--- config.mk ---
export PLATFORM = sky130hd
export DESIGN_NAME = i2c_master_bit_engine
export DESIGN_NICKNAME = d
export VERILOG_FILES = /design/src/hw/rtl/i2cm_pkg.sv /design/src/hw/rtl/i2cm_cfg_regs.sv /design/src/hw/rtl/i2cm_step.sv /design/src/hw/rtl/i2c_master_bit_engine.sv
export SDC_FILE = /design/constraint.sdc
export NUM_CORES = 1
export LEC_CHECK = 0
export ABC_AREA = 1
export BUFFER_PORTS_ARGS = -buffer_cell sky130_fd_sc_hd__buf_2
export CAP_MARGIN = 20
export CORE_MARGIN = 2
export CORE_UTILIZATION = 55
export CTS_CLUSTER_SIZE = 40
export DETAILED_ROUTE_END_ITERATION = 8
export GPL_ROUTABILITY_DRIVEN = 0
export GPL_TIMING_DRIVEN = 0
export PLACE_DENSITY = 0.71
export SLEW_MARGIN = 20
export SYNTH_ARGS = -nofsm -noshare
export SYNTH_HDL_FRONTEND = slang
export SYNTH_SLANG_ARGS = --single-unit
--- constraint.sdc ---
create_clock -name aclk -period 4.05 [get_ports aclk]
set_input_delay 0.6075 -clock aclk [delete_from_list [all_inputs] [get_ports aclk]]
set_output_delay 0.6075 -clock aclk [all_outputs]
set_load 0.01 [all_outputs]
--- src/hw/rtl/i2cm_pkg.sv ---
// i2cm_pkg: shared types and codes of the i2c master bit engine
// phase codes, command codes, register indexes, state / config / result structs
// no dependencies
package i2cm_pkg;

    localparam int PHASE_W   = 4;
    localparam int CMD_W     = 3;
    localparam int CFG_IDX_W = 2;
    localparam int CFG_W     = 16;

    // phase codes
    localparam logic [PHASE_W-1:0] PH_IDLE    = 4'd0;
    localparam logic [PHASE_W-1:0] PH_ST_A    = 4'd1;
    localparam logic [PHASE_W-1:0] PH_ST_B    = 4'd2;
    localparam logic [PHASE_W-1:0] PH_SP_A    = 4'd3;
    localparam logic [PHASE_W-1:0] PH_SP_B    = 4'd4;
    localparam logic [PHASE_W-1:0] PH_WR_HI   = 4'd5;
    localparam logic [PHASE_W-1:0] PH_WR_LO   = 4'd6;
    localparam logic [PHASE_W-1:0] PH_WA_HI   = 4'd7;
    localparam logic [PHASE_W-1:0] PH_WA_POLL = 4'd8;
    localparam logic [PHASE_W-1:0] PH_RD_HI   = 4'd9;
    localparam logic [PHASE_W-1:0] PH_RD_LO   = 4'd10;
    localparam logic [PHASE_W-1:0] PH_RD_ACK  = 4'd11;

    // command codes
    localparam logic [CMD_W-1:0] CMD_NONE     = 3'd0;
    localparam logic [CMD_W-1:0] CMD_START    = 3'd1;
    localparam logic [CMD_W-1:0] CMD_STOP     = 3'd2;
    localparam logic [CMD_W-1:0] CMD_WRITE    = 3'd3;
    localparam logic [CMD_W-1:0] CMD_READ     = 3'd4;
    localparam logic [CMD_W-1:0] CMD_WAIT_ACK = 3'd5;

    // configuration register indexes
    localparam logic [CFG_IDX_W-1:0] REG_HALF_PERIOD = 2'd0;
    localparam logic [CFG_IDX_W-1:0] REG_SAMPLE      = 2'd1;
    localparam logic [CFG_IDX_W-1:0] REG_ACK_TIMEOUT = 2'd2;

    localparam logic [15:0] HALF_PERIOD_RESET = 16'd5;
    localparam logic [15:0] SAMPLE_RESET      = 16'd4;
    localparam logic [9:0]  ACK_TIMEOUT_RESET = 10'd250;

    typedef struct packed {
        logic [15:0] half_period_ticks;
        logic [15:0] sample_ticks;
        logic [9:0]  ack_timeout_ticks;
    } cfg_t;

    typedef struct packed {
        logic [PHASE_W-1:0] phase;
        logic [CMD_W-1:0]   active_command;
        logic [3:0]         bit_index;
        logic [7:0]         shift_byte;
        logic [15:0]        delay_count;
        logic [9:0]         wait_count;
        logic               ack_choice;
        logic               scl;
        logic               sda;
        logic               sda_drive;
        logic [7:0]         read_data;
        logic               ack_received;
        logic               timed_out;
    } state_t;

    typedef struct packed {
        logic       scl_level;
        logic       sda_level;
        logic       sda_drive;
        logic       busy_res;
        logic       done_res;
        logic [7:0] read_data;
        logic       ack_received;
        logic       timed_out;
    } result_t;

    localparam state_t STATE_RESET = '{
        phase:          PH_IDLE,
        active_command: CMD_NONE,
        bit_index:      4'd0,
        shift_byte:     8'd0,
        delay_count:    16'd0,
        wait_count:     10'd0,
        ack_choice:     1'b0,
        scl:            1'b1,
        sda:            1'b1,
        sda_drive:      1'b0,
        read_data:      8'd0,
        ack_received:   1'b0,
        timed_out:      1'b0
    };

endpackage

--- src/hw/rtl/i2cm_cfg_regs.sv ---
// i2cm_cfg_regs: timing configuration registers of the i2c master bit engine
// depends on i2cm_pkg (cfg_t, register indexes, reset values)
module i2cm_cfg_regs
    import i2cm_pkg::*;
(
    input  logic                 aclk,
    input  logic                 aresetn,
    input  logic                 cfg_write,
    input  logic [CFG_IDX_W-1:0] cfg_index,
    input  logic [CFG_W-1:0]     cfg_data,
    output cfg_t                 cfg
);

    cfg_t cfg_reg;
    cfg_t cfg_next;

    always_comb begin
        cfg_next = cfg_reg;
        if (cfg_write) begin
            case (cfg_index)
                REG_HALF_PERIOD: cfg_next.half_period_ticks = cfg_data;
                REG_SAMPLE:      cfg_next.sample_ticks      = cfg_data;
                REG_ACK_TIMEOUT: cfg_next.ack_timeout_ticks = cfg_data[9:0];
                default:         cfg_next = cfg_reg;  // unmapped index dropped
            endcase
        end
    end

    always_ff @(posedge aclk) begin
        if (!aresetn) begin
            cfg_reg.half_period_ticks <= HALF_PERIOD_RESET;
            cfg_reg.sample_ticks      <= SAMPLE_RESET;
            cfg_reg.ack_timeout_ticks <= ACK_TIMEOUT_RESET;
        end else begin
            cfg_reg <= cfg_next;
        end
    end

    assign cfg = cfg_reg;

endmodule

--- src/hw/rtl/i2cm_step.sv ---
// i2cm_step: one tick of the bus sequencer, next state and line / status result
// depends on i2cm_pkg (state_t, cfg_t, result_t, phase and command codes)
module i2cm_step
    import i2cm_pkg::*;
(
    input  state_t           cur,
    input  cfg_t             cfg,
    input  logic [CMD_W-1:0] cmd,
    input  logic [7:0]       write_byte,
    input  logic             send_ack,
    input  logic             sda_in,
    output state_t           nxt,
    output result_t          res
);

    function automatic state_t enter_seg(state_t s, logic [PHASE_W-1:0] p,
                                         logic scl, logic sda, logic drv);
        state_t r;
        r             = s;
        r.phase       = p;
        r.delay_count = 16'd0;
        r.scl         = scl;
        r.sda         = sda;
        r.sda_drive   = drv;
        return r;
    endfunction

    // ack poll: low sample ends with ack, timeout starts a stop
    function automatic state_t poll_ack(state_t s, logic sda, logic [9:0] limit);
        state_t r;
        r = s;
        if (!sda) begin
            r              = enter_seg(s, PH_IDLE, 1'b0, 1'b1, 1'b0);
            r.ack_received = 1'b1;
            r.timed_out    = 1'b0;
        end else if (s.wait_count >= limit) begin
            r = enter_seg(s, PH_SP_A, 1'b1, 1'b0, 1'b1);
        end else begin
            r.wait_count = s.wait_count + 10'd1;
            r.phase      = PH_WA_POLL;
        end
        return r;
    endfunction

    logic [15:0] delay_inc;
    logic [15:0] seg_raw;
    logic [15:0] seg_len;
    logic [3:0]  bit_inc;
    logic [7:0]  shift_left;
    logic        done;

    assign delay_inc  = cur.delay_count + 16'd1;
    assign seg_raw    = (cur.phase == PH_WA_HI || cur.phase == PH_RD_HI ||
                         cur.phase == PH_RD_LO) ? cfg.sample_ticks : cfg.half_period_ticks;
    assign seg_len    = (seg_raw == 16'd0) ? 16'd1 : seg_raw;
    assign bit_inc    = cur.bit_index + 4'd1;
    assign shift_left = {cur.shift_byte[6:0], 1'b0};

    always_comb begin
        nxt  = cur;
        done = 1'b0;
        if (cur.phase == PH_WA_POLL) begin
            nxt  = poll_ack(cur, sda_in, cfg.ack_timeout_ticks);
            done = !sda_in;
        end else if (cur.phase != PH_IDLE) begin
            nxt.delay_count = delay_inc;
            if (delay_inc >= seg_len) begin
                case (cur.phase)
                    PH_ST_A: nxt = enter_seg(cur, PH_ST_B, 1'b1, 1'b0, 1'b1);
                    PH_ST_B: begin
                        nxt  = enter_seg(cur, PH_IDLE, 1'b0, 1'b0, 1'b1);
                        done = 1'b1;
                    end
                    PH_SP_A: nxt = enter_seg(cur, PH_SP_B, 1'b1, 1'b1, 1'b1);
                    PH_SP_B: begin
                        nxt  = enter_seg(cur, PH_IDLE, 1'b1, 1'b1, 1'b1);
                        done = 1'b1;
                        // stop issued by an ack wait that gave up
                        if (cur.active_command == CMD_WAIT_ACK) begin
                            nxt.ack_received = 1'b0;
                            nxt.timed_out    = 1'b1;
                        end
                    end
                    PH_WR_HI: nxt = enter_seg(cur, PH_WR_LO, 1'b0, cur.sda, 1'b1);
                    PH_WR_LO: begin
                        if (bit_inc < 4'd8) begin
                            nxt = enter_seg(cur, PH_WR_HI, 1'b1, shift_left[7], 1'b1);
                        end else begin
                            nxt  = enter_seg(cur, PH_IDLE, 1'b0, cur.sda, 1'b1);
                            done = 1'b1;
                        end
                        nxt.bit_index  = bit_inc;
                        nxt.shift_byte = shift_left;
                    end
                    PH_WA_HI: begin
                        nxt  = poll_ack(cur, sda_in, cfg.ack_timeout_ticks);
                        done = !sda_in;
                    end
                    PH_RD_HI: begin
                        nxt            = enter_seg(cur, PH_RD_LO, 1'b0, 1'b1, 1'b0);
                        nxt.shift_byte = {cur.shift_byte[6:0], sda_in};
                    end
                    PH_RD_LO: begin
                        if (bit_inc < 4'd8) begin
                            nxt = enter_seg(cur, PH_RD_HI, 1'b1, 1'b1, 1'b0);
                        end else begin
                            nxt = enter_seg(cur, PH_RD_ACK, 1'b1, !cur.ack_choice, 1'b1);
                        end
                        nxt.bit_index = bit_inc;
                    end
                    PH_RD_ACK: begin
                        nxt           = enter_seg(cur, PH_IDLE, 1'b0, cur.sda, 1'b1);
                        nxt.read_data = cur.shift_byte;
                        done          = 1'b1;
                    end
                    default: nxt.phase = PH_IDLE;
                endcase
            end
        end else if (cmd inside {[CMD_START:CMD_WAIT_ACK]}) begin
            nxt.active_command = cmd;
            nxt.bit_index      = 4'd0;
            case (cmd)
                CMD_START: nxt = enter_seg(nxt, PH_ST_A, 1'b1, 1'b1, 1'b1);
                CMD_STOP:  nxt = enter_seg(nxt, PH_SP_A, 1'b1, 1'b0, 1'b1);
                CMD_WRITE: begin
                    nxt.shift_byte = write_byte;
                    nxt            = enter_seg(nxt, PH_WR_HI, 1'b1, write_byte[7], 1'b1);
                end
                CMD_READ: begin
                    nxt.shift_byte = 8'd0;
                    nxt.ack_choice = send_ack;
                    nxt            = enter_seg(nxt, PH_RD_HI, 1'b1, 1'b1, 1'b0);
                end
                default: begin
                    nxt.wait_count = 10'd0;
                    nxt            = enter_seg(nxt, PH_WA_HI, 1'b1, 1'b1, 1'b0);
                end
            endcase
        end
    end

    always_comb begin
        res.scl_level    = nxt.scl;
        res.sda_level    = nxt.sda_drive ? nxt.sda : 1'b1;  // released line reads high
        res.sda_drive    = nxt.sda_drive;
        res.busy_res     = (nxt.phase != PH_IDLE);
        res.done_res     = done;
        res.read_data    = nxt.read_data;
        res.ack_received = nxt.ack_received;
        res.timed_out    = nxt.timed_out;
    end

endmodule

--- src/hw/rtl/i2c_master_bit_engine.sv ---
// i2c_master_bit_engine: top level, input register, sequencer state, result register
// depends on i2cm_pkg, i2cm_cfg_regs, i2cm_step
//
// I2C master bit engine. Each request on the s_ channel is one tick of the bus timing
// base, carrying an optional command (start, stop, write byte, read byte, wait for ACK)
// and the sampled SDA pin; each tick returns exactly one result on the m_ channel with the
// SCL / SDA levels, SDA drive enable, busy, done, last read byte and last ACK status. One
// request is taken every clock unless a stalled result holds the input register; the request
// lands in the input register, and the combinational sequencer step moves it into the result
// register when that register is free or being read. The clock rate is set by that step, mainly
// the 16-bit segment counter add and compare. Commands given while busy are ignored. Timing
// registers are written through the cfg_ port (index 0 half period, 1 sample ticks, 2 ACK
// timeout), only by the user while no ticks are in flight; the block does not enforce it.
module i2c_master_bit_engine
    import i2cm_pkg::*;
(
    input  logic                 aclk,
    input  logic                 aresetn,
    // tick requests
    input  logic                 s_valid,
    output logic                 s_ready,
    input  logic [2:0]           s_cmd,
    input  logic [7:0]           s_write_byte,
    input  logic                 s_send_ack,
    input  logic                 s_sda_in,
    // tick results
    output logic                 m_valid,
    input  logic                 m_ready,
    output logic                 m_scl_level,
    output logic                 m_sda_level,
    output logic                 m_sda_drive,
    output logic                 m_busy_res,
    output logic                 m_done_res,
    output logic [7:0]           m_read_data,
    output logic                 m_ack_received,
    output logic                 m_timed_out,
    // configuration writes
    input  logic                 cfg_valid,
    output logic                 cfg_ready,
    input  logic [CFG_IDX_W-1:0] cfg_index,
    input  logic [CFG_W-1:0]     cfg_data
);

    cfg_t    cfg;
    state_t  state_reg;
    state_t  state_next;
    result_t res_comb;
    result_t res_reg;

    logic             in_valid_reg;
    logic             in_valid_next;
    logic [CMD_W-1:0] cmd_reg;
    logic [7:0]       wbyte_reg;
    logic             sack_reg;
    logic             sda_reg;
    logic             out_valid_reg;
    logic             out_valid_next;
    logic             s_accept;
    logic             fire;

    assign cfg_ready = 1'b1;

    i2cm_cfg_regs u_cfg (
        .aclk      (aclk),
        .aresetn   (aresetn),
        .cfg_write (cfg_valid & cfg_ready),
        .cfg_index (cfg_index),
        .cfg_data  (cfg_data),
        .cfg       (cfg)
    );

    // step fires when the held tick can move into the result register
    assign fire     = in_valid_reg && (!out_valid_reg || m_ready);
    assign s_ready  = !in_valid_reg || fire;
    assign s_accept = s_valid && s_ready;

    always_comb begin
        in_valid_next = in_valid_reg;
        if (s_accept) begin
            in_valid_next = 1'b1;
        end else if (fire) begin
            in_valid_next = 1'b0;
        end
        out_valid_next = out_valid_reg;
        if (fire) begin
            out_valid_next = 1'b1;
        end else if (m_ready) begin
            out_valid_next = 1'b0;
        end
    end

    always_ff @(posedge aclk) begin
        if (!aresetn) begin
            in_valid_reg  <= 1'b0;
            out_valid_reg <= 1'b0;
        end else begin
            in_valid_reg  <= in_valid_next;
            out_valid_reg <= out_valid_next;
        end
    end

    always_ff @(posedge aclk) begin
        if (s_accept) begin
            cmd_reg   <= s_cmd;
            wbyte_reg <= s_write_byte;
            sack_reg  <= s_send_ack;
            sda_reg   <= s_sda_in;
        end
        if (fire) begin
            res_reg <= res_comb;
        end
    end

    i2cm_step u_step (
        .cur        (state_reg),
        .cfg        (cfg),
        .cmd        (cmd_reg),
        .write_byte (wbyte_reg),
        .send_ack   (sack_reg),
        .sda_in     (sda_reg),
        .nxt        (state_next),
        .res        (res_comb)
    );

    always_ff @(posedge aclk) begin
        if (!aresetn) begin
            state_reg <= STATE_RESET;
        end else if (fire) begin
            state_reg <= state_next;
        end
    end

    assign m_valid        = out_valid_reg;
    assign m_scl_level    = res_reg.scl_level;
    assign m_sda_level    = res_reg.sda_level;
    assign m_sda_drive    = res_reg.sda_drive;
    assign m_busy_res     = res_reg.busy_res;
    assign m_done_res     = res_reg.done_res;
    assign m_read_data    = res_reg.read_data;
    assign m_ack_received = res_reg.ack_received;
    assign m_timed_out    = res_reg.timed_out;

endmodule

==> out/qor.csv, run 1 <==
metric;value;unit
criticalPathCategory;reg -> reg;
dieHeight;120;um
synth-edff-count;28;
grt_overflow_total;0;
final_cell_mix;nand2_1 (223), nor2_1 (152), inv_1 (117), dfxtp_1 (102), o21ai_0 (100);
core;13200;um2
yosysUniqueCellTypes;42;
synth_area;7380;um2
grt_usage;29.0;%
dp_cells;1283;
skew;14.6;ps
cts_sinks;131;
synthArstFlopShare;0;%
fp.dieW;120;um
grt_pass1_wl;32800;um
crit_required;4370;ps
fmaxAchievable;268;MHz
dr_total_vias;7206;
hp-class;in -> reg;
rsz0062_at_grt;false;
synth_top_family_by_area;simple AND/OR/NAND/NOR gates;
synth_compound_area_share;14.8;%
reg2reg_depth;19;
max-vdd-ir-drop;0.000380;V
layout_commonest_cell;nand2_1;
largest_reg_flops;59;
r2r_slack;320;ps
synth-xor-area-share;1.78;%
viasPerCell;5.47;
p_per_area;416;nW/um2
hold_depth;1;
fill_cells;1258;
synth-simple-area-share;28.7;%
root_buffer;clkbuf_16;
first_pass_iters;7;
syn-num-nets;1121;
io_buffers;51;
drive_above_1_share;11.3;%
area_growth;16.1;%
cts.htree.levels;4;
yosysWarnings;0;
wl_per_cell;15.1;um
r2r-start;state_reg[24]$_SDFFE_PN0P_;
ys.flop_type;dfxtp_1;
rows;42;
slew_headroom;49.3;%
wirelength;19900;um
initial_utilization;55.9;%
hold_viol_final;0;
status;finished, final reports clean;
fin_nets;1193;
synth_fa_ha_area_share;4.92;%
clk_pin_slew;60;ps
dr.max_layer_used;met4;
period_needed;3730;ps
drv_slew;0;
dr_wl_met3;1550;um
min_to;wbyte_reg[5]$_DFFE_PP_;
crit_fanout;10;
syn_inst;1056;
maxCapViolations;0;
die-area;14400;um2
antenna_found_initial;0;
final_cells;1317;
numCtsBuffers;17;
synth_seq_area_share;39.3;%
met2_length;8340;um
cp.arrival;4040;ps
setup.worst_path.start_class;flop;
clockBufferDepth;2;
timing.final.crit_share;92.0;%
grt_max_degree;25;
drc_errors;0;
holdCritStartpoint;s_write_byte[5];
hold_ws;349;ps
synth_area_per_cell;6.99;um2
wl_met1;9530;um
setup_tns;0;ps
p_leak;3.88;nW
ios;54;
tritoncts;yes;
drtAntennaViolNets;0;
synth.mux.area_fraction;1.36;%
hpwl;14500;um
grt_pass1_vias;6532;
tightest_slew;754;ps
diodes;0;
synth-seq-cells;131;
r2r-end;state_reg[44]$_SDFFE_PN0P_;
clk_latency;430;ps
setup_violations;0;
drtIter0Drc;671;
end_kind;flop;
==> how the worst max path moves through the flow <==
stage	start	endpoint	slack [ps]	cells past startpoint
after floorplan	state_reg[55]$_SDFFE_PN0P_	m_sda_level$_SDFFCE_PN1P_	900	28
after global placement	state_reg[55]$_SDFFE_PN0P_	m_busy_res$_DFFE_PP_	-150	20
after detailed placement	state_reg[55]$_SDFFE_PN0P_	m_busy_res$_DFFE_PP_	-110	20
after CTS	state_reg[57]$_SDFFE_PN0P_	state_reg[24]$_SDFFE_PN0P_	110	28
after global routing	state_reg[57]$_SDFFE_PN0P_	state_reg[24]$_SDFFE_PN0P_	20	28
final	state_reg[24]$_SDFFE_PN0P_	state_reg[44]$_SDFFE_PN0P_	320	19
==> critical path: stages, from the launching register on <==
cell     delay [ps]
dfxtp_1         410
nand2_1          90
nor2_2          160
nand3_1         180
nor2_1          170
nand2_1         100
nor3_1          260
xor2_1          320
ha_1            300
a21oi_1         140
o21ai_0          90
a21oi_1         130
nand3_1         180
nand2_2         200
nand2_2         220
nor3_4          300
buf_6           190
nand3_1          70
nand2_1          60
nor2_1           40
==> per-layer routing <==
metal,track usage (%),vias to the layer above
met2,41.6,270
li1,-,3622
met5,0,-
met3,6.65,40
met1,42.1,3274
met4,11.8,0
==> cells in the mapped netlist, types with 4 or more instances <==
cell / instances / area, um2
inv_2: 4 / 15.0
a21oi_1: 67 / 335
buf_4: 4 / 30.0
nand3_1: 75 / 375
buf_2: 7 / 35.0
o211ai_1: 11 / 82.6
o21ai_0: 107 / 536
mux2i_1: 10 / 100
nor3_1: 13 / 65.1
o31ai_1: 9 / 67.6
nand2_2: 4 / 25.0
nand4_1: 15 / 93.8
dfxtp_1: 103 / 2060
xor2_1: 15 / 131
inv_1: 118 / 443
edfxtp_1: 28 / 841
ha_1: 29 / 363
nor2_1: 154 / 578
clkbuf_1: 25 / 93.8
nand2_1: 224 / 841
buf_1: 5 / 18.8
==> power by group <==
part           switching, mW  internal, mW
registers             0.0475          1.41
clock network          0.613         0.874
logic                  0.416         0.194
==> logic make-up (layout without fill, tap and decap cells) <==
family,Yosys count,in the layout
AOI/OAI and AO/OA,203,203
xor gates and xnor gates,15,15
adders and majority gates,29,29
buffers and inverters,166,251
DFF,131,131
muxes,10,10
other,1,1
and+or+nand+nor,501,501
==> timing repair <==
action                     4_1_cts  5_1_grt
cloned                           0        0
buffers inserted                 1        1
hold buffers                     0        0
setup endpoints to repair       16       70
resized for setup                6       31
pin swaps                        1        2
==> per-stage QoR <==
stage               worst slack (ps)  util [%]  cell area (um2)  power, mW
floorplan                        895         -             7380       1.88
detailed placement              -112      59.5             7850       2.05
finish                           324      64.9             8560       3.56
global placement                -150      59.5             7850       2.05
CTS                              109      64.0             8450       3.54
global route                    17.9      64.9             8560       3.72
==> layout make-up <==
| type | count | area, um2 | area share, % |
|---|---|---|---|
| plain buffers | 43 | 221 | 2.59 |
| clock buffers | 20 | 447 | 5.22 |
| clock inverters | 12 | 118 | 1.37 |
| inverters | 123 | 462 | 5.39 |
| multi-input cells | 759 | 3920 | 45.8 |
| flip-flops and latches | 131 | 2900 | 33.9 |
| well taps | 176 | 220 | 2.57 |
| repair buffers | 53 | 270 | 3.16 |
No activity file was read; power rests on OpenSTA's default activity.
==> run 2, diff against run 1 <==
- CELL_PAD_IN_SITES_DETAIL_PLACEMENT: unset -> 0
- CELL_PAD_IN_SITES_GLOBAL_PLACEMENT: unset -> 1
- CORE_UTILIZATION: 55 -> 44
- PLACE_DENSITY: 0.71 -> 0.77
==> out/qor.csv, run 2 (synthesis gave the netlist of run 1 again) <==
metric;value;unit;change
max_stage_delay;460;ps;+50 ps
diodes;0;;unchanged
core;16500;um2;+25%
drive_above_1_share;11.4;%;+0.078 points
grt_pass1_wl;33900;um;+3.3%
cpMaxStageDelayCell;dfxtp_1;;
drc_errors;0;;unchanged
maxCapViolations;0;;unchanged
criticalPathCategory;reg -> reg;;
initial_utilization;44.8;%;-11 points
multiInputGateArea;3910;um2;-0.32%
layout_commonest_cell;nand2_1;;
viasPerCell;5.12;;-6.4%
total_power;3.49;mW;-2.0%
end_kind;flop;;
period_needed;3770;ps;+45.5 ps
hold_viol_final;0;;unchanged
ios;54;;unchanged
fill_cells;1751;;+39%
dp_slack;-258;ps;-146 ps
crit_fanout;10;;unchanged
wirelength;21200;um;+6.6%
slew_headroom;48.1;%;-1.2 points
antenna_found_initial;0;;unchanged
cts_sinks;131;;unchanged
dr_total_vias;6979;;-3.2%
rows;47;;+12%
rsz0062_at_grt;false;;
fmaxAchievable;265;MHz;-1.2%
fp.dieW;133;um;+11%
clockBufferDepth;2;;unchanged
grt_usage;24.5;%;-4.5 points
final_cell_mix;nand2_1 (222), nor2_1 (152), inv_1 (117), dfxtp_1 (103), o21ai_0 (102);;
root_buffer;clkbuf_16;;
drv_slew;0;;unchanged
worst-path-buf-inv;4;;+3
cp.arrival;4120;ps;+80 ps
hpwl;16000;um;+10%
p_per_area;406;nW/um2;-2.2%
grt_max_degree;25;;unchanged
tightest_slew;778;ps;+24.0 ps
hp-class;in -> reg;;
cts.htree.levels;4;;unchanged
max-vdd-ir-drop;0.000325;V;-14%
fin_nets;1194;;+0.084%
io_buffers;51;;unchanged
grt_pass1_vias;6366;;-2.5%
area_growth;16.3;%;
setup_slack;278;ps;-45.5 ps
clk_pin_slew;60;ps;about the same
first_pass_iters;5;;-2
largest_reg_flops;59;;unchanged
p_leak;3.84;nW;-1.1%
crit_required;4400;ps;+30 ps
drtIter0Drc;527;;-21%
clk_latency;430;ps;about the same
drtAntennaViolNets;0;;unchanged
timing.final.crit_share;93.1;%;+1.1 points
wl_per_cell;15.6;um;+3.0%
seq_area;2900;um2;about the same
status;finished, final reports clean;;
die-area;17800;um2;+24%
grt_overflow_total;0;;unchanged
skew;9.71;ps;-4.93 ps
hold_buffers;0;;unchanged
dieHeight;133;um;+11%
setup_violations;0;;unchanged
tritoncts;yes;;
numCtsBuffers;17;;unchanged
crit_top_cell;nand2_1;;
crit_family;simple AND/OR/NAND/NOR gates;;
setup.worst_path.start_class;flop;;
## run 2: changes by cell type in the layout (fill, tap and decap cells not counted), sizes merged
cell / before / now
clkinvlp: 0 / 4
clkbuf: 46 / 45
inv: 131 / 126
bufinv: 1 / 0
clkinv: 3 / 7
## run 2: stage by stage
step                      cell area (um2)  cells  TNS, ps  util (%)  hold WS [ps]
after floorplan                      7380   1056        0         -           424
after global placement               7910   1327    -4580      48.0           440
after detailed placement             7910   1327    -3790      48.0           443
after CTS                            8470   1360        0      51.4           337
after global routing                 8580   1362        0      52.1           333
final                                8580   1362        0      52.1           351
## run 2: area by class of cell
cell class | count | share of cell area, %
Timing Repair Buffer | 54 | 3.24
Clock buffer | 18 | 5.00
Multi-Input combinational cell | 759 | 45.5
Sequential cell | 131 | 33.8
Tap cell | 220 | 3.21
Buffer | 43 | 2.57
Clock inverter | 14 | 1.24
Inverter | 123 | 5.38
## run 2: where the power goes
part | total (mW) | switching (mW) | internal (mW)
clock network | 1.41 | 0.627 | 0.787
logic | 0.613 | 0.419 | 0.194
registers | 1.46 | 0.0486 | 1.41
total | 3.49 | 1.09 | 2.39
## run 2: worst paths after layout
kind / slack, ps / cells after the start / from / endpoint
setup / recovery: 280 / 27 / state_reg[57]$_SDFFE_PN0P_ / state_reg[47]$_SDFFE_PN0P_
hold / removal: 350 / 1 / s_cmd[2] / cmd_reg[2]$_DFFE_PP_
setup reg to reg: 280 / 27 / state_reg[57]$_SDFFE_PN0P_ / state_reg[47]$_SDFFE_PN0P_
hold reg to reg: 460 / 2 / u_cfg.cfg[15]$_SDFFE_PN0P_ / u_cfg.cfg[15]$_SDFFE_PN0P_
## run 2: worst reg2reg max path: cells and delay by family, from the launching register on
family	cells	cell delay [ps]
compound gates	2	440
fa+ha+maj	1	140
buf+inv	4	510
flops	1	460
simple gates	20	2140
## run 2: repair_timing
item                                    4_1_cts  5_1_grt
gates resized for setup                       4       28
endpoints found under the setup margin       30       61
pin swaps                                     1        2
setup buffers                                 1        2
## run 2: layer usage
metal	vias to the layer above	global-route usage (%)	routed length, um
met4	0	6.38	212
met5	-	0	0
met2	180	35.5	8910
li1	3626	-	-
met1	3153	36.3	11000
met3	20	6.24	1140
==> run 3, diff against run 2 <==
- GPL_ROUTABILITY_DRIVEN: 0 -> unset
- PLACE_DENSITY: 0.77 -> 0.78
- SYNTH_HIERARCHICAL: unset -> 1
==> out/qor.csv, run 3 <==
metric;value;unit;change
synth_common_cells;nand2_1 (416), inv_1 (225), nand3_1 (176);;
cp.arrival;4200;ps;+80 ps
hold_ws;343;ps;-8.06 ps
grt_usage;29.4;%;+4.9 points
netSwitchingPower;1.60;mW;+46%
final_cells;1926;;+41%
power_frac_clock;38.0;%;-2.5 points
fin_nets;1698;;+42%
synth_area_per_cell;6.23;um2;-11%
drv_slew;0;;unchanged
grt_overflow_total;0;;unchanged
synth-edff-count;28;;unchanged
wirelength;34200;um;+61%
status;finished, final reports clean;;
synth_area;9720;um2;+32%
numCtsBuffers;17;;unchanged
total_power;4.37;mW;+25%
hold_buffers;0;;unchanged
fin_util;51.1;%;-1.0 points
grt_max_degree;17;;-32%
setup.worst_path.start_class;flop;;
hp-class;in -> reg;;
first_pass_iters;6;;+1
synthArstFlopShare;0;%;unchanged
synth_top_cell_by_area;dfxtp_1;;
io_buffers;50;;-2.0%
crit_fanout;10;;unchanged
layout_commonest_cell;nand2_1;;
ys.flop_type;dfxtp_1;;
drtAntennaViolNets;0;;unchanged
ios;54;;unchanged
power_frac_comb;27.4;%;+9.8 points
viasPerCell;5.40;;+5.5%
synth-seq-cells;131;;unchanged
period_needed;3830;ps;+60.4 ps
syn_inst;1561;;+48%
setup_tns;0;ps;unchanged
dieHeight;153;um;+14%
final_cell_mix;nand2_1 (415), inv_1 (225), nand3_1 (175), nor2_1 (165), a21oi_1 (109);;
dp_cells;1891;;+43%
grt_pass1_wl;54000;um;+60%
tightest_slew;863;ps;+84.4 ps
placed_area;10300;um2;+31%
hold_viol_final;0;;unchanged
p_seq_share;34.6;%;-7.3 points
max-vdd-ir-drop;0.000250;V;-23%
cpMaxStageDelayCell;dfxtp_2;;
wl_per_cell;17.8;um;+14%
drtIter0Drc;857;;+63%
yosysTopAreaCellShare;21.2;%;-6.7 points
tritoncts;yes;;
p_per_area;393;nW/um2;-3.3%
slew_headroom;42.5;%;-5.6 points
grt_pass1_vias;9734;;+53%
clk_latency;440;ps;about the same
root_buffer;clkbuf_16;;
rows;54;;+15%
fin_area;11100;um2;+30%
maxCapViolations;0;;unchanged
power.internal;2.77;mW;+16%
hpwl;25100;um;+57%
clk_pin_slew;70;ps;about the same
cts.htree.levels;4;;unchanged
drc_errors;0;;unchanged
dr_total_vias;10400;;+49%
initial_utilization;44.7;%;-0.12 points
cts_sinks;131;;unchanged
setup_slack;218;ps;-60.4 ps
syn-num-nets;1626;;+45%
synthTopCellsByArea;dfxtp_1 (21%), nand2_1 (16%), nand3_1 (9.1%), inv_1 (8.7%), edfxtp_1 (8.6%);;
setup_violations;0;;unchanged
fp.dieW;153;um;+14%
p_leak;5.39;nW;+41%
skew;20.1;ps;+10.4 ps
yosysUniqueCellTypes;48;;+14%
end_kind;flop;;
die-area;23300;um2;+31%
criticalPathCategory;reg -> reg;;
fmaxAchievable;261;MHz;-1.6%
drive_above_1_share;13.7;%;+2.3 points
crit_required;4410;ps;about the same
antenna_found_initial;0;;unchanged
core;21800;um2;+32%
largest_reg_flops;59;;unchanged
area_growth;14.4;%;
diodes;0;;unchanged
timing.final.crit_share;94.6;%;+1.5 points
switching_share;36.7;%;+5.3 points
gp_congestion;0.977;;
yosysWarnings;6;;+6
clockBufferDepth;2;;unchanged
yosysMostFrequentCell;nand2_1;;
dp_slack;-189;ps;+69.6 ps
fill_cells;2297;;+31%
max_stage_delay;390;ps;-70 ps
synth_seq_area_share;29.9;%;-9.5 points
[run 3: logic make-up (layout without fill, tap and decap cells)]
kind of cell               count (synthesis)  count (layout)  synth area share [%]
xor gates and xnor gates                   9               9                 0.811
adders and majority gates                 29              29                  3.73
and+or+nand+nor                          823             823                  36.0
DFF                                      131             131                  29.9
muxes                                     12              12                  1.25
AOI/OAI and AO/OA                        223             223                  13.1
buffers and inverters                    333             418                  15.1
other                                      1               1                0.0386
[run 3: metal layers]
layer	GRT usage, %	part of all wire [%]	up-vias
met5	0	0	-
met4	8.02	2.1	0
met3	5.15	7.5	57
met2	45.9	44	366
met1	42.0	47	4831
li1	-	-	5156
[run 3: layout make-up]
cell class	count	area (um2)	area share, %
repair buffers	53	273	2.45
flip-flops and latches	131	2910	26.2
well taps	280	350	3.15
clock buffers	17	425	3.83
plain buffers	97	603	5.42
multi-input cells	1097	5490	49.3
clock inverters	15	183	1.64
inverters	236	888	7.99
[run 3: final timing paths]
check / cells past startpoint / startpoint / end / slack [ps]
worst max-delay path: 26 / state_reg[24]$_SDFFE_PN0P_ / state_reg[24]$_SDFFE_PN0P_ / 220
worst min-delay path: 1 / s_write_byte[5] / wbyte_reg[5]$_DFFE_PP_ / 340
worst max register to register: 26 / state_reg[24]$_SDFFE_PN0P_ / state_reg[24]$_SDFFE_PN0P_ / 220
worst min register to register: 2 / u_cfg/cfg[4]$_SDFFE_PN1P_ / u_cfg/cfg[4]$_SDFFE_PN1P_ / 460
[run 3: what timing repair did]
| item | 4_1_cts | 5_1_grt |
|---|---|---|
| endpoints found under the setup margin | 45 | 68 |
| setup buffers | 0 | 3 |
| pin swaps | 0 | 2 |
| endpoints found under the hold margin | 0 | 0 |
| gates resized for setup | 10 | 29 |
[run 3: power by group through the flow]
| stage | Combinational, mW | Clock (mW) | Sequential, mW |
|---|---|---|---|
| 6_report | 1.20 | 1.66 | 1.51 |
| 4_1_cts | 1.15 | 1.69 | 1.51 |
| 3_5_place_dp | 1.13 | 0 | 1.53 |
| 2_1_floorplan | 0.795 | 0 | 1.51 |
| 5_1_grt | 1.33 | 1.75 | 1.52 |
| 3_3_place_gp | 1.13 | 0 | 1.53 |
[run 3: worst max-delay path, delay by kind of cell, from the launching register on]
family,cells,cell delay [ps]
and+or+nand+nor,13,1480
buffers and inverters,6,700
AOI/OAI and AO/OA,4,590
DFF,1,390
adders and majority gates,2,390
xor gates and xnor gates,1,210
